## src/rtl/mqf_pkg.sv

```systemverilog
// ----------------------------------------------------------------------------
// mqf_pkg
// Shared types, codes and sizes for the multi-queue message fifo.
// ----------------------------------------------------------------------------
package mqf_pkg;

   localparam int NUM_QUEUES  = 8;
   localparam int QUEUE_DEPTH = 16;
   localparam int HANDLE_BITS = 32;

   localparam int KIND_W   = 2;
   localparam int QID_W    = 3;
   localparam int MSG_W    = 32;
   localparam int STATUS_W = 2;

   localparam int QIDX_W     = (NUM_QUEUES > 1) ? $clog2(NUM_QUEUES) : 1;
   localparam int PTR_W      = $clog2(QUEUE_DEPTH);
   localparam int SLOT_COUNT = NUM_QUEUES * QUEUE_DEPTH;
   localparam int ADDR_W     = $clog2(SLOT_COUNT);

   // operation codes
   localparam logic [KIND_W-1:0] OP_OPEN  = 2'd0;
   localparam logic [KIND_W-1:0] OP_SEND  = 2'd1;
   localparam logic [KIND_W-1:0] OP_RECV  = 2'd2;
   localparam logic [KIND_W-1:0] OP_CLOSE = 2'd3;

   // status codes
   localparam logic [STATUS_W-1:0] ST_OK     = 2'd0;
   localparam logic [STATUS_W-1:0] ST_FULL   = 2'd1;
   localparam logic [STATUS_W-1:0] ST_EMPTY  = 2'd2;
   localparam logic [STATUS_W-1:0] ST_CLOSED = 2'd3;

   typedef struct packed {
      logic [KIND_W-1:0] kind;
      logic [QID_W-1:0]  queue_id;
      logic [MSG_W-1:0]  message_handle;
   } req_type;

   typedef struct packed {
      logic [STATUS_W-1:0] status;
      logic [MSG_W-1:0]    handle_out;
   } rsp_type;

   // classified command between front and back
   typedef struct packed {
      logic [KIND_W-1:0]      op;
      logic                   bad_queue;
      logic [QIDX_W-1:0]      qidx;
      logic [HANDLE_BITS-1:0] handle;
   } cmd_type;

   function automatic logic [PTR_W-1:0] next_ptr(input logic [PTR_W-1:0] p);
      logic [PTR_W-1:0] r;
      if (p == PTR_W'(QUEUE_DEPTH - 1)) begin
         r = '0;
      end else begin
         r = p + PTR_W'(1);
      end
      return r;
   endfunction

endpackage

```

## src/rtl/mqf_front.sv

```systemverilog
// ----------------------------------------------------------------------------
// mqf_front
// Accepts request transactions, classifies them and buffers them in a
// two-entry command queue for the execution side.
// ----------------------------------------------------------------------------
module mqf_front
   import mqf_pkg::*;
(
   input  logic    clock,
   input  logic    reset,
   input  logic    req_valid,
   output logic    req_stall,
   input  req_type req_data,
   output logic    cmd_valid,
   output cmd_type cmd,
   input  logic    cmd_pop
);

   cmd_type    slots_ff [2];
   logic       wr_sel_ff, wr_sel_in;
   logic       rd_sel_ff, rd_sel_in;
   logic [1:0] count_ff, count_in;
   logic       push;
   cmd_type    cmd_new;

   assign req_stall = (count_ff == 2'd2);
   assign push      = req_valid && !req_stall;
   assign cmd_valid = (count_ff != 2'd0);
   assign cmd       = slots_ff[rd_sel_ff];

   always_comb begin
      cmd_new.op        = req_data.kind;
      // ids past the last queue behave as a queue that is never open
      cmd_new.bad_queue = (32'(req_data.queue_id) >= 32'(NUM_QUEUES));
      cmd_new.qidx      = QIDX_W'(req_data.queue_id);
      cmd_new.handle    = HANDLE_BITS'(req_data.message_handle);
   end

   always_comb begin
      wr_sel_in = push ? ~wr_sel_ff : wr_sel_ff;
      rd_sel_in = cmd_pop ? ~rd_sel_ff : rd_sel_ff;
      count_in  = count_ff + 2'(push) - 2'(cmd_pop);
   end

   always_ff @(posedge clock) begin
      if (reset) begin
         wr_sel_ff <= 1'b0;
         rd_sel_ff <= 1'b0;
         count_ff  <= 2'd0;
      end else begin
         wr_sel_ff <= wr_sel_in;
         rd_sel_ff <= rd_sel_in;
         count_ff  <= count_in;
      end
   end

   always_ff @(posedge clock) begin
      if (push) begin
         slots_ff[wr_sel_ff] <= cmd_new;
      end
   end

   a_count_bound: assert property (@(posedge clock) disable iff (reset)
      count_ff != 2'd3)
      else $error("command queue count out of range");

   a_pop_nonempty: assert property (@(posedge clock) disable iff (reset)
      cmd_pop |-> cmd_valid)
      else $error("pop from empty command queue");

   a_push_fills: assert property (@(posedge clock) disable iff (reset)
      push && !cmd_pop |=> cmd_valid)
      else $error("pushed command not visible");

endmodule

```

## config.mk

```make
export PLATFORM = sky130hd
export DESIGN_NAME = mqf_front
export DESIGN_NICKNAME = d
export VERILOG_FILES = /design/src/rtl/mqf_pkg.sv /design/src/rtl/mqf_front.sv
export SDC_FILE = /design/constraint.sdc
export NUM_CORES = 1
export LEC_CHECK = 0
export ABC_AREA = 1
export BUFFER_PORTS_ARGS = -buffer_cell sky130_fd_sc_hd__buf_2
export CAP_MARGIN = 20
export CORE_MARGIN = 1
export CORE_UTILIZATION = 56
export CTS_BUF_LIST = sky130_fd_sc_hd__clkbuf_8 sky130_fd_sc_hd__clkbuf_16
export DETAILED_ROUTE_END_ITERATION = 7
export PLACE_DENSITY = 0.83
export SYNTH_ARGS = -nofsm -noshare
export SYNTH_HDL_FRONTEND = slang
export SYNTH_SLANG_ARGS = --single-unit
```

## constraint.sdc

```tcl
create_clock -name clock -period 4 [get_ports clock]
set_input_delay 0.4 -clock clock [delete_from_list [all_inputs] [get_ports clock]]
set_output_delay 0.4 -clock clock [all_outputs]
set_load 0.01 [all_outputs]
```

Word-level counts from Yosys, hierarchy flattened. Memories as Yosys holds them, arrays and structs flattened. A register that Yosys moved wholly into a read port is not among the register bits. Index checks and enable logic that the tools add are counted.

Flip-flop bits (word level): 4. RAM bits: 74. Input bits: 41. Memories kept: 1.

Add/sub/neg operators: 2. Equal/unequal tests: 1. Multiplexer cells: 4. Bitwise gates (word level): 2. Reduce and logical (&&, ||, !) cells: 3.

Memory list: slots_ff (words 2, width 37, rd ports 1, clocked after memory_dff 1, write ports 1, line mqf_front.sv:19) `cmd_type slots_ff [2];`.

Operator list (count): 1-bit two-way mux (4); 2-bit by 1-bit adder with 2-bit output (1); 2-bit == test (second input constant) (1); 1-bit NOT (2); 2-bit nonzero test (1); 2-bit by 1-bit subtractor with 2-bit output (1); 1-bit logical AND (1); 1-bit zero test (1).

Depth between registers and ports, before layout. Gate-level depths: netlist (run 1).

Depth in word-level cells: 5. Mapped depth: 11.

Worst setup path before layout (run 1). Ideal clock, no wire load.

Path kind: reg2reg. Start point: register count_ff[0]. End point: memory slots_ff[0][0] (netlist bit), enable pin. Setup time: 0.431 ns. Arrival time: 2.096 ns. Data required time: 3.569 ns. Setup slack: 1.473 ns. Stages on the path, launching flop included: 5. Path buffers: 0. Clock period less this slack: 2.527 ns. Cells stage by stage: dfxtp_1 > inv_1 > nand2_1 > nand2_1 > nor2_1.

Cells in the longest elaborated chain, start to end: 5.

Ends and longest elaborated chain: start, declared (line mqf_front.sv:22) `logic [1:0] count_ff, count_in;`; start signal, assigned (line mqf_front.sv:53) `count_ff <= count_in;`; 2-bit == test (line mqf_front.sv:26) `assign req_stall = (count_ff == 2'd2);`; 1-bit zero test (line mqf_front.sv:27) `assign push = req_valid && !req_stall;`; 1-bit logical AND (line mqf_front.sv:27); 1-bit two-way mux (line mqf_front.sv:58) `if (push) begin`; 1-bit two-way mux (implied by the code) (line mqf_front.sv:59) `slots_ff[wr_sel_ff] <= cmd_new;`; end, declared (line mqf_front.sv:19).

No other way between the ends.

==> results of run 1 <==
## worst max-delay path, stage by stage, from the launching register on
cell and delay [ps]:
dfxtp_2 500, buf_12 270, mux2_2 370, buf_2 140
## layout make-up
cell class                 count  area share
sequential                    79      0.6227
multi-input combinational     58      0.1724
timing repair buffer          81      0.1133
clock buffer                  11     0.04058
tap                           70     0.02347
clock inverter                 5     0.01945
inverter                       8    0.008048
## layout by cell type (no fill, tap or decap), drive strengths merged
master | synthesis | routed
conb | 1 | 1
clkinv | 0 | 1
mux2 | 37 | 37
nor2 | 6 | 6
dfxtp | 5 | 5
ha | 2 | 2
a21oi | 2 | 2
clkbuf | 0 | 11
nand2 | 7 | 7
buf | 5 | 81
bufinv | 0 | 2
nand3 | 2 | 2
xnor2 | 1 | 1
inv | 8 | 10
edfxtp | 74 | 74
## power by group through the flow
stage,sequential (mW),clock (mW),combinational [mW]
finish,1.01,0.640,0.275
global route,1.02,0.685,0.297
CTS,1.03,0.650,0.263
detailed placement,1.05,0,0.261
global placement,1.04,0,0.256
floorplan,1.02,0,0.193
## flip-flops by register name, summed over array words and instances (netlist names), named ones only
name and count:
count_ff 2, rd_sel_ff 1, slots_ff 74, wr_sel_ff 1
## worst min-delay path by stage
stage | startpoint | depth (start not counted) | end | slack (ps)
6_report | req_data[14] | 1 | slots_ff[1][14] | 240
5_1_grt | req_data[8] | 1 | slots_ff[1][8] | 220
4_1_cts | req_data[22] | 1 | slots_ff[0][22] | 230
2_1_floorplan | reset | 1 | count_ff[0] | 470
3_3_place_gp | rd_sel_ff | 2 | rd_sel_ff | 500
3_5_place_dp | rd_sel_ff | 2 | rd_sel_ff | 530
## metrics by stage
stage | worst slack, ps | power [mW] | utilization
after CTS | 1532 | 1.941 | 0.7130
final | 1965 | 1.928 | 0.7168
after floorplan | 1473 | 1.214 | -
after global routing | 1885 | 2.002 | 0.7168
after detailed placement | 1911 | 1.307 | 0.6700
after global placement | 1931 | 1.298 | 0.6700
## cell usage after synthesis, drive strengths merged
cell type / instances / area share
xnor2: 1 / 0.0029
ha: 2 / 0.0082
edfxtp: 74 / 0.72
dfxtp: 5 / 0.033
nand2: 7 / 0.0086
a21oi: 2 / 0.0033
inv: 8 / 0.0098
buf: 5 / 0.026
nand3: 2 / 0.0033
conb: 1 / 0.0012
mux2: 37 / 0.17
nor2: 6 / 0.0073
## per-layer routing
layer	wire length, um	vias to the layer above	share of wire
met5	0	-	0
met4	76	0	0.016
met3	227	10	0.048
met2	2538	48	0.53
met1	1909	733	0.40
li1	-	736	-
## kinds of logic after synthesis
logic type / count (synthesis) / synth area share
buffers and inverters: 13 / 0.03550
AOI/OAI and AO/OA: 2 / 0.003264
xor gates and xnor gates: 1 / 0.002856
muxes: 37 / 0.1726
adders and majority gates: 2 / 0.008159
other: 1 / 0.001223
and+or+nand+nor: 15 / 0.01918
DFF: 79 / 0.7572
==> qor.yml, run 1 <==
outcome: "finished clean"
syn_nets: 193
tns_ps: 0
globalRouteMet2Util: 0.2991
via_count: 1527
p_leak_nw: 1.533
rsz0062_at_grt: "false"
place_area_sq_um: 3487
r2r-end: "slots_ff[0][11]"
clk_latency_ps: 340
multi_input_area_sq_um: 643.1
grt_use_met1: 0.2019
syn_inst: 150
fillers: 357
die_height_um: 76
track_usage: 0.1779
regArea_sq_um: 2323
grt_pass1_vias: 1525
grt_max_degree: 38
start_util: 0.5892
io_buffers: 79
fin_crit_ps: 2035
holdWs_ps: 242.9
firstDrtPassIters: 4
fp.dieW_um: 76
p_int_mw: 1.505
layout.nets: 280
h-tree-depth: 3
drive_gt1_frac: 0.5537
final_area_sq_um: 3731
period_share: 0.5088
clock_skew_ps: 7.457
setup_violations: 0
power_frac_clock: 0.332
drv_slew: 0
cts_tree: "built"
ios: 81
synth_area_per_cell_sq_um: 20.44
netSwitchingFraction: 0.2193
cts-root-buf: "clkbuf_8"
antenna_found_initial: 0
die_area_sq_um: 5776
crit_end: "cmd[3]"
max_freq_mhz: 491.3
min_path_type: "input port to register"
seqPwrFrac: 0.525
grt_use_met3: 0.05269
rows: 26
end_kind: "output pin"
max-slew-margin-rel: 0.3013
worst_slew_pin_slew_ps: 1046
top_usage_layer: "met2"
ant_nets: 0
num_antenna_cells: 0
vdd_drop_max_uv: 342.7
grt_pass1_wl_um: 7389
crit_type: "register to output pin"
place_inst: 295
cp_max_fo: 29
design.core.area_sq_um: 5205
required_ps: 3600
routed_via_density: 4.894
route.detailed.wl_per_inst_um: 15.23
r2r_slack_ps: 2180
netlist_area_sq_um: 3067
p_sw_mw: 0.4227
r2r-start: "count_ff[0]"
comb_power_share: 0.143
numCtsBuffers: 9
drc_errors: 0
syn2layout_area_growth_pct: 21.66
clk_path_buf_depth: 2
ys_seq_elements: 79
synth_seq_area_share: 0.7572
cts.sinks: 79
wl_um: 4751
overflow: 0
hold_viol_final: 0
worstRegToRegCells: 4
power_density_nw_per_um2: 516.7
cp_data_arrival_time_ps: 1640
synth_warnings: 0
ctsResizeCount: 0
finalWeightedCongestion: 0.6938
cap_violations: 0
hpwl_um: 3033
hold_buffers: 0
startpoint_type: "register"
final_cells: 312
synth_cell_type_count: 15
initialDrtViolationCount: 63
cts_setup_buffers: 0
clk_pin_slew_ps: 70
No activity file was read; power rests on OpenSTA's default activity.
==> run 2: changes to the inputs <==
--- a/config.mk
+++ b/config.mk
@@ -9,10 +9,10 @@
 export BUFFER_PORTS_ARGS = -buffer_cell sky130_fd_sc_hd__buf_2
 export CAP_MARGIN = 20
 export CORE_MARGIN = 1
-export CORE_UTILIZATION = 56
+export CORE_UTILIZATION = 47
 export CTS_BUF_LIST = sky130_fd_sc_hd__clkbuf_8 sky130_fd_sc_hd__clkbuf_16
 export DETAILED_ROUTE_END_ITERATION = 7
-export PLACE_DENSITY = 0.83
+export PLACE_DENSITY = 0.74
 export SYNTH_ARGS = -nofsm -noshare
 export SYNTH_HDL_FRONTEND = slang
 export SYNTH_SLANG_ARGS = --single-unit
==> constraint.sdc (replaced) <==
create_clock -name clock -period 1.8 [get_ports clock]
set_input_delay 0.18 -clock clock [delete_from_list [all_inputs] [get_ports clock]]
set_output_delay 0.18 -clock clock [all_outputs]
set_load 0.01 [all_outputs]
==> qor.yml, run 2 (synthesis gave the netlist of run 1 again) <==
layout.nets: 296
path_cells: "buf_4, mux2_2, buf_2"
required_ps: 1620
drc_errors: 0
ant_nets: 0
grt_pass1_wl_um: 6886
clk_path_buf_depth: 2
fin_crit_ps: 1623
track_usage: 0.1481
numCtsBuffers: 9
crit_type: "register to output pin"
worstPathBufferInverterCount: 2
hpwl_um: 3169
clk_pin_slew_ps: 80
crit_family: "buffers and inverters"
hold_viol_final: 0
finalWeightedCongestion: 0.7106
initialDrtViolationCount: 40
overflow: 0
mostFrequentLayoutCells: "79 x buf_2, 74 x edfxtp_1, 30 x mux2_4, 12 x dlygate4sd3_1, 9 x clkbuf_8"
max_freq_mhz: 616.3
rsz0062_at_grt: "false"
h-tree-depth: 3
cts.sinks: 79
top_regs: "slots_ff: 74 flops, count_ff: 2 flops"
num_antenna_cells: 0
final_core_util: 0.6233
ctsResizeCount: 0
cap_violations: 0
rows: 29
drv_slew: 0
fillers: 483
power_density_nw_per_um2: 1134
clock_skew_ps: 3.747
ios: 81
tns_ps: 0
grt_pass1_vias: 1480
io_buffers: 79
fp.dieW_um: 82.78
die_area_sq_um: 6852
cp_max_fo: 12
routed_via_density: 4.651
vdd_drop_max_uv: 978.8
via_count: 1558
cp_data_arrival_time_ps: 1440
largest_reg_flops: 74
critPathSlowestCell: "dfxtp_2"
outcome: "finished clean"
regArea_sq_um: 2323
drive_gt1_frac: 0.5426
final_common_cell: "buf_2"
critical_path.max_stage_delay_ps: 360
startpoint_type: "register"
antenna_found_initial: 0
multi_input_area_sq_um: 643.1
wl_um: 4783
grt_max_degree: 28
cts_tree: "built"
syn2layout_area_growth_pct: 28.31
end_kind: "output pin"
min_path_type: "input port to register"
top_register: "slots_ff"
setup_violations: 0
power_mw: 4.461
period_share: 0.9015
route.detailed.wl_per_inst_um: 14.28
start_util: 0.4857
design.core.area_sq_um: 6314
firstDrtPassIters: 4
clk_latency_ps: 340
die_height_um: 82.78
cts-root-buf: "clkbuf_8"
p_leak_nw: 1.608
[run 2: changes by cell type in the layout (fill, tap and decap cells not counted), sizes merged]
cell         change
dlygate4sd3     +12
buf              +4
clkbuf           -2
bufinv           +1
clkinv           +1
clkinvlp         +1
inv              -1
[run 2: worst paths after layout]
path                                   endpoint  cells after the start    startpoint  slack [ps]
worst max register to register      count_ff[1]                     10   count_ff[0]         250
worst max-delay path                     cmd[2]                      3      register         180
worst min register to register        rd_sel_ff                      2     rd_sel_ff         520
worst min-delay path            slots_ff[0][35]                      1  req_data[35]          20
[run 2: layout make-up]
cell class                 instances  area share
clock inverter                     7     0.03052
sequential                        79      0.5905
tap                               77     0.02448
inverter                           8    0.007631
clock buffer                       9     0.03148
timing repair buffer              97      0.1520
multi-input combinational         58      0.1634
[run 2: worst register-to-register path, stage by stage, from the launching register on]
cell and delay, ps:
dfxtp_1 340, inv_1 60, nand2_1 120, nand2_1 130, ha_1 300, inv_1 40
ha_1 180, inv_1 50, nand2_1 60, a21oi_1 120, nor2_1 60
[run 2: routing by layer]
layer,track usage,up-vias,share of wire,routed length (um)
li1,-,767,-,-
met1,0.1560,735,0.39,1858
met2,0.2467,51,0.52,2494
met3,0.08525,5,0.081,389
met4,0.05172,0,0.0084,40
met5,0,-,0,0
[run 2: timing repair]
action / in CTS / in global routing
setup endpoints to repair: 0 / 0
hold buffers: 0 / 12
endpoints found under the hold margin: 0 / 23
buffers inserted: 0 / 0
[run 2: stage by stage]
step                      cell area, sq um  instances  setup slack [ps]  hold WS [ps]
after detailed placement              3571        307             266.8         370.7
after global placement                3571        307             347.1         366.9
final                                 3935        335             177.4         24.05
after global routing                  3935        335             73.48       -0.3478
after floorplan                       3074        150             122.4         251.2
after CTS                             3815        323             153.4         2.523
[run 2: report_power, final]
part           leakage, nW  switching (mW)  internal (mW)
clock network        0.120           0.627          0.925
registers            0.731          0.0440           2.19
logic                0.757           0.325          0.350
total                 1.61           0.995           3.47
