==> src/rtl/mqf_pkg.sv <==
// ----------------------------------------------------------------------------
// mqf_pkg
// Shared types, codes and sizes for the multi-queue message fifo.
// ----------------------------------------------------------------------------
package mqf_pkg;

   localparam int NUM_QUEUES  = 8;
   localparam int QUEUE_DEPTH = 16;
   localparam int HANDLE_BITS = 32;

   localparam int KIND_W   = 2;
   localparam int QID_W    = 3;
   localparam int MSG_W    = 32;
   localparam int STATUS_W = 2;

   localparam int QIDX_W     = (NUM_QUEUES > 1) ? $clog2(NUM_QUEUES) : 1;
   localparam int PTR_W      = $clog2(QUEUE_DEPTH);
   localparam int SLOT_COUNT = NUM_QUEUES * QUEUE_DEPTH;
   localparam int ADDR_W     = $clog2(SLOT_COUNT);

   // operation codes
   localparam logic [KIND_W-1:0] OP_OPEN  = 2'd0;
   localparam logic [KIND_W-1:0] OP_SEND  = 2'd1;
   localparam logic [KIND_W-1:0] OP_RECV  = 2'd2;
   localparam logic [KIND_W-1:0] OP_CLOSE = 2'd3;

   // status codes
   localparam logic [STATUS_W-1:0] ST_OK     = 2'd0;
   localparam logic [STATUS_W-1:0] ST_FULL   = 2'd1;
   localparam logic [STATUS_W-1:0] ST_EMPTY  = 2'd2;
   localparam logic [STATUS_W-1:0] ST_CLOSED = 2'd3;

   typedef struct packed {
      logic [KIND_W-1:0] kind;
      logic [QID_W-1:0]  queue_id;
      logic [MSG_W-1:0]  message_handle;
   } req_type;

   typedef struct packed {
      logic [STATUS_W-1:0] status;
      logic [MSG_W-1:0]    handle_out;
   } rsp_type;

   // classified command between front and back
   typedef struct packed {
      logic [KIND_W-1:0]      op;
      logic                   bad_queue;
      logic [QIDX_W-1:0]      qidx;
      logic [HANDLE_BITS-1:0] handle;
   } cmd_type;

   function automatic logic [PTR_W-1:0] next_ptr(input logic [PTR_W-1:0] p);
      logic [PTR_W-1:0] r;
      if (p == PTR_W'(QUEUE_DEPTH - 1)) begin
         r = '0;
      end else begin
         r = p + PTR_W'(1);
      end
      return r;
   endfunction

endpackage

==> src/rtl/mqf_back.sv <==
// ----------------------------------------------------------------------------
// mqf_back
// Executes queue commands: open mask, per-queue pointers, message slot
// memory and the response register.
// ----------------------------------------------------------------------------
module mqf_back
   import mqf_pkg::*;
(
   input  logic    clock,
   input  logic    reset,
   input  logic    cmd_valid,
   input  cmd_type cmd,
   output logic    cmd_pop,
   output logic    rsp_valid,
   input  logic    rsp_stall,
   output rsp_type rsp_data
);

   logic [NUM_QUEUES-1:0] open_mask_ff, open_mask_in;
   logic [PTR_W-1:0]      wr_idx_ff [NUM_QUEUES];
   logic [PTR_W-1:0]      rd_idx_ff [NUM_QUEUES];
   logic [PTR_W-1:0]      wr_idx_in, rd_idx_in;
   logic                  wr_upd, rd_upd;

   logic [HANDLE_BITS-1:0] slot_mem [SLOT_COUNT];
   logic [HANDLE_BITS-1:0] rd_data_ff;
   logic                   mem_we, mem_re;
   logic [ADDR_W-1:0]      mem_waddr, mem_raddr;

   logic                pend_valid_ff, pend_valid_in;
   logic [STATUS_W-1:0] pend_status_ff;
   logic                pend_recv_ok_ff;
   logic                pend_move;

   logic                rsp_valid_ff, rsp_valid_in;
   rsp_type             rsp_data_ff;

   logic [STATUS_W-1:0] status;
   logic                recv_ok;
   logic                q_open;
   logic [PTR_W-1:0]    w_cur, r_cur;
   logic [ADDR_W-1:0]   q_base;

   assign pend_move = pend_valid_ff && (!rsp_valid_ff || !rsp_stall);
   assign cmd_pop   = cmd_valid && (!pend_valid_ff || pend_move);

   assign q_open = open_mask_ff[cmd.qidx];
   assign w_cur  = wr_idx_ff[cmd.qidx];
   assign r_cur  = rd_idx_ff[cmd.qidx];
   assign q_base = ADDR_W'(cmd.qidx) * ADDR_W'(QUEUE_DEPTH);

   assign mem_waddr = q_base + ADDR_W'(w_cur);
   assign mem_raddr = q_base + ADDR_W'(r_cur);

   always_comb begin
      status       = ST_OK;
      recv_ok      = 1'b0;
      open_mask_in = open_mask_ff;
      wr_idx_in    = w_cur;
      rd_idx_in    = r_cur;
      wr_upd       = 1'b0;
      rd_upd       = 1'b0;
      mem_we       = 1'b0;
      mem_re       = 1'b0;
      priority if (cmd.bad_queue) begin
         status = ST_CLOSED;
      end else if (cmd.op == OP_OPEN) begin
         // reopening an open queue keeps its contents
         if (!q_open) begin
            wr_idx_in = '0;
            rd_idx_in = '0;
            wr_upd    = 1'b1;
            rd_upd    = 1'b1;
            open_mask_in[cmd.qidx] = 1'b1;
         end
      end else if (!q_open) begin
         status = ST_CLOSED;
      end else begin
         unique case (cmd.op)
            OP_SEND: begin
               // one slot always left free
               if (next_ptr(w_cur) == r_cur) begin
                  status = ST_FULL;
               end else begin
                  mem_we    = 1'b1;
                  wr_idx_in = next_ptr(w_cur);
                  wr_upd    = 1'b1;
               end
            end
            OP_RECV: begin
               if (r_cur == w_cur) begin
                  status = ST_EMPTY;
               end else begin
                  mem_re    = 1'b1;
                  recv_ok   = 1'b1;
                  rd_idx_in = next_ptr(r_cur);
                  rd_upd    = 1'b1;
               end
            end
            default: begin
               open_mask_in[cmd.qidx] = 1'b0;
            end
         endcase
      end
   end

   always_ff @(posedge clock) begin
      if (reset) begin
         open_mask_ff <= '0;
         for (int i = 0; i < NUM_QUEUES; i++) begin
            wr_idx_ff[i] <= '0;
            rd_idx_ff[i] <= '0;
         end
      end else if (cmd_pop) begin
         open_mask_ff <= open_mask_in;
         if (wr_upd) begin
            wr_idx_ff[cmd.qidx] <= wr_idx_in;
         end
         if (rd_upd) begin
            rd_idx_ff[cmd.qidx] <= rd_idx_in;
         end
      end
   end

   // message slot memory, read data registered
   always_ff @(posedge clock) begin
      if (cmd_pop && mem_we) begin
         slot_mem[mem_waddr] <= cmd.handle;
      end
      if (cmd_pop && mem_re) begin
         rd_data_ff <= slot_mem[mem_raddr];
      end
   end

   assign pend_valid_in = cmd_pop || (pend_valid_ff && !pend_move);

   always_ff @(posedge clock) begin
      if (reset) begin
         pend_valid_ff <= 1'b0;
      end else begin
         pend_valid_ff <= pend_valid_in;
      end
   end

   always_ff @(posedge clock) begin
      if (cmd_pop) begin
         pend_status_ff  <= status;
         pend_recv_ok_ff <= recv_ok;
      end
   end

   assign rsp_valid_in = pend_move || (rsp_valid_ff && rsp_stall);

   always_ff @(posedge clock) begin
      if (reset) begin
         rsp_valid_ff <= 1'b0;
      end else begin
         rsp_valid_ff <= rsp_valid_in;
      end
   end

   always_ff @(posedge clock) begin
      if (pend_move) begin
         rsp_data_ff.status     <= pend_status_ff;
         rsp_data_ff.handle_out <= pend_recv_ok_ff ? MSG_W'(rd_data_ff) : '0;
      end
   end

   assign rsp_valid = rsp_valid_ff;
   assign rsp_data  = rsp_data_ff;

   a_pend_holds: assert property (@(posedge clock) disable iff (reset)
      pend_valid_ff && !pend_move |=> pend_valid_ff)
      else $error("pending result lost");

   a_recv_tracked: assert property (@(posedge clock) disable iff (reset)
      cmd_pop && recv_ok |=> pend_valid_ff && pend_recv_ok_ff)
      else $error("receive result not staged");

   a_recv_status: assert property (@(posedge clock) disable iff (reset)
      cmd_pop && recv_ok |=> pend_status_ff == ST_OK)
      else $error("successful receive with bad status");

   a_no_rw_both: assert property (@(posedge clock) disable iff (reset)
      !(mem_we && mem_re))
      else $error("slot write and read in one command");

endmodule

==> config.mk <==
export PLATFORM = sky130hd
export DESIGN_NAME = mqf_back
export DESIGN_NICKNAME = d
export VERILOG_FILES = /design/src/rtl/mqf_pkg.sv /design/src/rtl/mqf_back.sv
export SDC_FILE = /design/constraint.sdc
export NUM_CORES = 2
export LEC_CHECK = 0
export ABC_AREA = 1
export BUFFER_PORTS_ARGS = -buffer_cell sky130_fd_sc_hd__buf_2
export CELL_PAD_IN_SITES_DETAIL_PLACEMENT = 0
export CELL_PAD_IN_SITES_GLOBAL_PLACEMENT = 1
export CORE_MARGIN = 2
export CORE_UTILIZATION = 24
export DETAILED_ROUTE_END_ITERATION = 6
export PLACE_DENSITY_LB_ADDON = 0.15
export SLEW_MARGIN = 5
export SYNTH_ARGS = -nofsm -noshare
export SYNTH_HDL_FRONTEND = slang
export SYNTH_MEMORY_MAX_BITS = 65536
export SYNTH_SLANG_ARGS = --single-unit
==> constraint.sdc <==
create_clock -name clock -period 7.06 [get_ports clock]
set_input_delay 1.412 -clock clock [delete_from_list [all_inputs] [get_ports clock]]
set_output_delay 1.412 -clock clock [all_outputs]
set_load 0.005 [all_outputs]
[Yosys cells after proc, flatten, opt, wreduce, memory -nomap -nowiden]
Memory sizes are Yosys's and may differ from the RTL's. A register that Yosys moved wholly into a read port is not among the register bits.
Index checks and enable logic that the tools add are counted.
Word-level totals
  output and inout bits: 36
  bits in latches: 0
  RAM bits: 4160
  memories: 3
  memory bits (read-only): 0
  register bits: 47
  bits of input ports: 42
  logic and storage cells: 113
Memory list
  slot_mem: depth 128, width 32, read ports 1, clocked after Yosys merged registers in 1, write ports 1, line mqf_back.sv:25  | logic [HANDLE_BITS-1:0] slot_mem [SLOT_COUNT];
  rd_idx_ff: depth 8, width 4, read ports 1, clocked after Yosys merged registers in 0, write ports 8, line mqf_back.sv:21  | logic [PTR_W-1:0] rd_idx_ff [NUM_QUEUES];
  wr_idx_ff: depth 8, width 4, read ports 1, clocked after Yosys merged registers in 0, write ports 8, line mqf_back.sv:20  | logic [PTR_W-1:0] wr_idx_ff [NUM_QUEUES];
Operators by class
  reduce and logical (&&, ||, !) cells: 21
  $lt $le $gt $ge: 2
  multipliers: 0
  multiplexer cells: 64
  shift-type cells: 0
  add/sub/neg operators: 4
  bitwise operators: 4
  divide/modulo/power cells: 0
  equality and inequality tests: 8
Operators with widths (number)
  4-bit two-way mux: 20
  1-bit two-way mux: 32
  8-bit two-way mux: 4
  7-bit by 4-bit adder with 7-bit output: 2
  4-bit by 1-bit adder with 4-bit output (second input constant): 2
  8-bit bitwise AND: 1
  4-bit == test: 2
  4-bit == test (second input constant): 2
  8-bit NOT: 1
  8-bit OR: 1
  4-bit OR reduction: 2
  1-bit logical AND: 7
  2-bit two-way mux: 3
  3-bit two-way mux: 2
  5-bit AND reduction: 1
  1-bit logical NOT: 4
  1-bit logical OR: 4
  3-bit by 4-bit < comparator with 1-bit output (second input constant): 1
  2-bit case mux with 2 select lines: 1
  1-bit binary-select mux with 3-bit select: 1
  1-bit demux with 3-bit select: 1
  3-bit by 1-bit >= comparator with 1-bit output (second input constant): 1
  2-bit by 1-bit == test with 1-bit output (second input constant): 1
  2-bit == test (second input constant): 1
  other kinds (6): 6

[Longest topological paths before layout]
An unclocked memory read counts as a cell.
  word-level depth: 19
  gate-level depth with buffers: 25
  gate-level depth less buffers: 22

[Worst setup path before layout]
OpenSTA, ideal clock, no wires.
  path type: in2reg
  start point: input port cmd[32] (netlist name)
  end point: memory slot_mem[101][0], enable pin
  setup time: 0.461 ns
  slack: 0.893 ns
  arrival: 5.706 ns
  data required time: 6.599 ns
  stages on the path: 24
  buffers on the path: 4
  cells stage by stage: buf_4 > inv_4 > buf_4 > nand2_1 > nand2_1 > nand2_1 > nand2_1 > nand2_1 > nand2_4 > ha_1 > inv_1 > nor2_1 > nor2_1 > nand2_1 > nand2_1 > nand2_1 > nand2_1 > nand2_2 > nand2_4 > nor2_8 > nand3_2 > buf_2 > buf_2 > nor3_1
Between the ends
  longest elaborated chain between the ends: 16
  elaborated cells on any way between the ends: 21
  those cells by class: add/sub (2); eq/ne (2); mux (14); reduce/logical (1); memory (2)
RTL lines
  start: declaration: line mqf_back.sv:12  | input cmd_type cmd,
  memory 8 x 4 bit
  4-bit by 1-bit adder with 4-bit output / 4-bit == test (equally long branches): line mqf_pkg.sv:57, mqf_pkg.sv:54
  4-bit two-way mux: line mqf_pkg.sv:54  | if (p == PTR_W'(QUEUE_DEPTH - 1)) begin
  4-bit two-way mux: line mqf_back.sv:79  | unique case (cmd.op)
  4-bit two-way mux: line mqf_back.sv:76  | end else if (!q_open) begin
  4-bit two-way mux: line mqf_back.sv:67  | end else if (cmd.op == OP_OPEN) begin
  4-bit two-way mux: line mqf_back.sv:65  | priority if (cmd.bad_queue) begin
  4-bit == test: line mqf_back.sv:82  | if (next_ptr(w_cur) == r_cur) begin
  1-bit two-way mux: line mqf_back.sv:82
  1-bit two-way mux: line mqf_back.sv:79
  1-bit two-way mux: line mqf_back.sv:76
  1-bit two-way mux: line mqf_back.sv:67
  1-bit two-way mux: line mqf_back.sv:65
  1-bit logical AND: line mqf_back.sv:127  | if (cmd_pop && mem_we) begin
  1-bit two-way mux: line mqf_back.sv:127
  1-bit two-way mux (implied by the code): line mqf_back.sv:128  | slot_mem[mem_waddr] <= cmd.handle;
  end: declaration: line mqf_back.sv:25
Parallel ways exist; a longest one is shown, timed or not. The select of a mux whose other input is x is not followed.

[Final worst setup path]
  start point: input port cmd[32] (netlist name)
  end point: register rd_data_ff[12] (read register of slot_mem), data pin
Between the ends
  longest elaborated chain between the ends: 8
  elaborated cells on any way between the ends: 12
  those cells by class: add/sub (1); eq/ne (1); mux (7); reduce/logical (1); memory (2)
RTL lines
  memory 8 x 4 bit (on tied branches)
  4-bit == test: line mqf_back.sv:91  | if (r_cur == w_cur) begin
  1-bit two-way mux: line mqf_back.sv:91
  1-bit two-way mux: line mqf_back.sv:79
  1-bit two-way mux (2 in series)
  1-bit two-way mux: line mqf_back.sv:65
  1-bit logical AND: line mqf_back.sv:130  | if (cmd_pop && mem_re) begin
  end: declaration: line mqf_back.sv:26  | logic [HANDLE_BITS-1:0] rd_data_ff;
Parallel ways exist; a longest one is shown, timed or not. The select of a mux whose other input is x is not followed.
A chain may end at the register's enable or synchronous reset.

==> flow_summary_export.csv <==
group,metric,value,unit
critical_path,critPathCaptureType,"register",
detailed_routing,drtIter0Drc,11300,
finish,post_route_cells_drive_above_1_share,9.88,%
detailed_routing,route.antenna.remaining_nets,0,
floorplanning,die_x,848,um
detailed_routing,route.detailed.drc,0,
critical_path,path_delay_family,"simple AND/OR/NAND/NOR gates",
floorplanning,num_io_pins,78,
critical_path,criticalPathCategory,"primary input to register",
clock_network,hold_buffers,0,
global_routing,grt_first_pass_wirelength,916,mm
timing,accumulated_negative_setup_slack,0,ns
worst_hold_path,worstHoldPathType,"register to register",
global_routing,first_global_vias,105000,
floorplanning,initial_utilization,24.0,%
detailed_routing,routedWlPerCell,27.6,um
timing,layout_min_cycle_time,5.99,ns
synth,synth_area,171000,um2
synth,postSynthNetCount,14100,
timing,tightest_slew,1.35,ns
timing,hold_ws,0.422,ns
floorplanning,placeableCoreArea,712000,um2
critical_path,critical_path.n_buffers_inverters,4,
synth,syn_inst,14100,
detailed_routing,routed-via-count,110000,
critical_path,crit_path_start_kind,"primary input",
timing,relSlewSlack,9.56,%
finish,number_of_nets_at_the_end_of_the_flow,14300,
run,maxCapViolCount,0,
finish,n_fill_cell,73400,
floorplanning,die_area,720000,um2
timing,slew_viol_final,0,
timing,grt_setup_unrepaired,"false",
finish,synthesis_to_layout_area_growth,17.1,%
power,power_density,286,nW/um2
clock_network,clk_pin_slew,0.06,ns
detailed_routing,detailedRoute.firstPassIterationCount,6,
clock_network,clk_root_buffer_cell,"clkbuf_16",
floorplanning,placementRows,310,
clock_network,cts_tree,"done",
critical_path,cp_cell_sequence,"buf_4, inv_4, nand2_1, nand2_1, nand2_1, nand2_1, nand2_1, nand2_8, buf_4, buf_4, nand2_1, o211ai_1, o21ai_0, nand2_1, nand3_1, nand3_1, nand2_1, nor2_1, nand2_1",
place,place.detailed.hpwl,399,mm
synth,ys_types,40,
critical_path,worst_ep_required_time,7.77,ns
global_routing,grt_util_all_layers,18.0,%
global_routing,antenna_found_initial,62,
global_routing,pin_count_of_the_biggest_net_entering_global_routing,153,
critical_path,cp_max_fo,63,
finish,area.sequential,127000,um2
clock_network,cts_buffers,480,
clock_network,cts-root-to-sink-buffers,4,
place,finalWeightedCongestion,0.819,
clock_network,cts_post_setup_buffers_inserted,0,
floorplanning,die_h,848,um
critical_path,crit_path_frequent_cell,"nand2_1",
synth,synth-seq-area-share,74.3,%
clock_network,post_cts.resized_instances,0,
critical_path,timing.critical_path.arrival,6.71,ns
global_routing,globalRouteOverflowTotal,0,
synth,synthesis.yosys.warnings,0,
timing,final_hold_viol_count,0,
run_status,run_status,"finished, final reports clean",
power,vdd_ir_drop_max,0.217,mV
finish,multiInputGateArea,38600,um2
power,total_leakage_power,67.8,nW
timing,maxClockFrequency,167,MHz
clock_network,clock_latency,1.06,ns
detailed_routing,post_drt_via_cell_ratio,4.55,
critical_path,worst_path_max_delay_cell,"nor2_1",
detailed_routing,wirelength,668,mm
clock_network,cts-htree-levels,5,
timing,setup_viol,0,
timing,clock_skew,0.0882,ns
place,number_of_port_buffers,77,
synth,avgSynthCellArea,12.1,um2
critical_path,critical-path-max-stage-delay,1.11,ns
timing,final_cycle_share,84.9,%
synth,postSynthRegisterBits,4239,
clock_network,clk_sink_count,4239,
-- power breakdown --
group	leakage [nW]	switching, mW	internal [mW]
Clock	7.07	10.6	13.3
Sequential	38.2	0.0123	27.7
Combinational	22.5	4.47	1.20
-- worst paths after layout --
path                startpoint             end  slack, ns  depth (start not counted)
max                    cmd[32]  rd_data_ff[12]       1.07                         19
min          pend_status_ff[0]    rsp_data[32]       0.42                          0
max reg2reg    rd_idx_ff[4][0]  rd_data_ff[12]       1.83                         17
min reg2reg  pend_status_ff[0]    rsp_data[32]       0.42                          0
-- cells in the final DEF (no fill, tap or decap), types with 9 or more instances in the layout --
| cell type | count |
|---|---|
| edfxtp_1 | 4229 |
| nand2_1 | 2774 |
| nor2_1 | 1780 |
| nand3_1 | 1367 |
| o21ai_0 | 1073 |
| inv_1 | 653 |
| o211ai_1 | 509 |
| clkbuf_16 | 483 |
| buf_4 | 343 |
| a21oi_1 | 171 |
| nor3_1 | 171 |
| clkinv_1 | 148 |
| clkbuf_1 | 126 |
| buf_12 | 124 |
| or2_2 | 117 |
| nand4_1 | 106 |
| nor2_4 | 85 |
| clkinv_2 | 72 |
| nor3_2 | 49 |
| buf_2 | 44 |
| diode_2 | 43 |
| o22ai_1 | 40 |
| buf_6 | 32 |
| bufinv_16 | 23 |
| inv_6 | 11 |
| nand3_2 | 10 |
| dfxtp_1 | 10 |
| inv_2 | 9 |
-- metal layers --
metal  GRT usage, %  vias to the layer above  part of all wire (%)
li1               -                    50300                     -
met1           27.2                    56700                    49
met2           28.0                     2499                    45
met3           1.68                      601                   4.3
met4           3.54                        0                   2.1
met5              0                        -                     0
-- cell type report --
class                      count  share of cell area, %
sequential                  4239                   63.4
multi-input combinational   8305                   19.3
antenna                       43                 0.0537
inverter                     670                   1.27
timing repair buffer         543                   2.81
clock buffer                 609                   6.27
clock inverter               264                  0.958
tap                         9516                   5.94
-- synth_stat cells --
cell type	count	area share, %
edfxtp_1	4229	74
nand2_1	2775	6.1
nor2_1	1863	4.1
nand3_1	1367	4.0
o21ai_0	1073	3.1
inv_1	660	1.4
o211ai_1	509	2.2
clkbuf_1	428	0.94
buf_2	323	0.94
nor3_1	220	0.64
a21oi_1	172	0.50
or2_2	117	0.43
buf_1	109	0.24
nand4_1	106	0.39
o22ai_1	40	0.15
buf_4	16	0.070
nand3_2	11	0.064
dfxtp_1	10	0.12
inv_2	9	0.020
nand2_2	8	0.029
nand2_4	7	0.046
buf_6	5	0.033
ha_1	5	0.037
a21boi_0	4	0.018
nor2_2	4	0.015
a31oi_1	3	0.011
o2bb2ai_1	3	0.015
xor2_1	3	0.015
and2_1	2	0.0073
nor2_4	2	0.013
nor2_8	2	0.023
o21ai_1	2	0.0058
a211oi_1	1	0.0044
a21oi_2	1	0.0051
inv_4	1	0.0037
nand3b_1	1	0.0044
nor3_4	1	0.0095
o31ai_1	1	0.0044
o41ai_1	1	0.0051
xnor2_1	1	0.0051
-- per-stage QoR --
step | setup slack (ns) | util (%) | cell area [um2] | instances | total power [mW]
2_1_floorplan | 0.893 | - | 171000 | 14100 | 30.8
3_3_place_gp | -0.0518 | 26.1 | 186000 | 23300 | 34.0
3_5_place_dp | 0.00411 | 26.1 | 186000 | 23300 | 34.0
4_1_cts | 1.13 | 28.2 | 200000 | 24100 | 58.1
5_1_grt | 0.961 | 28.2 | 200000 | 24200 | 59.2
6_report | 1.07 | 28.2 | 200000 | 24200 | 57.3
-- worst reg2reg max path, stage by stage, from the launching register on --
cell and delay, ns:
edfxtp_1 0.36, nand2_1 0.07, nand2_1 0.10, nand2_1 0.05
nand2_1 0.07, nand2_1 0.12, nand2_8 0.43, buf_4 0.49
buf_4 0.64, nand2_1 0.16, o211ai_1 0.12, o21ai_0 0.13
nand2_1 0.07, nand3_1 0.21, nand3_1 0.29, nand2_1 0.32
nor2_1 1.12, nand2_1 0.13
-- kinds of logic (layout without fill, tap and decap cells) --
family	Yosys count	after routing	synth area share [%]
and+or+nand+nor	6486	6486	15.8
DFF	4239	4239	74.3
AOI/OAI and AO/OA	1810	1810	6.09
buffers and inverters	1551	2086	3.70
adders and majority gates	5	5	0.0366
xor gates and xnor gates	4	4	0.0205
other	0	43	0
-- state kept, by name, indices dropped and copies added (netlist names), named ones only --
| signal | flops |
|---|---|
| rsp_data | 34 |
| rsp_valid | 1 |
| pend_valid_ff | 1 |
| wr_idx_ff | 32 |
| slot_mem | 4096 |
| pend_recv_ok_ff | 1 |
| rd_data_ff | 32 |
| rd_idx_ff | 32 |
| pend_status_ff | 2 |
(Power assumes the default switching activity.)
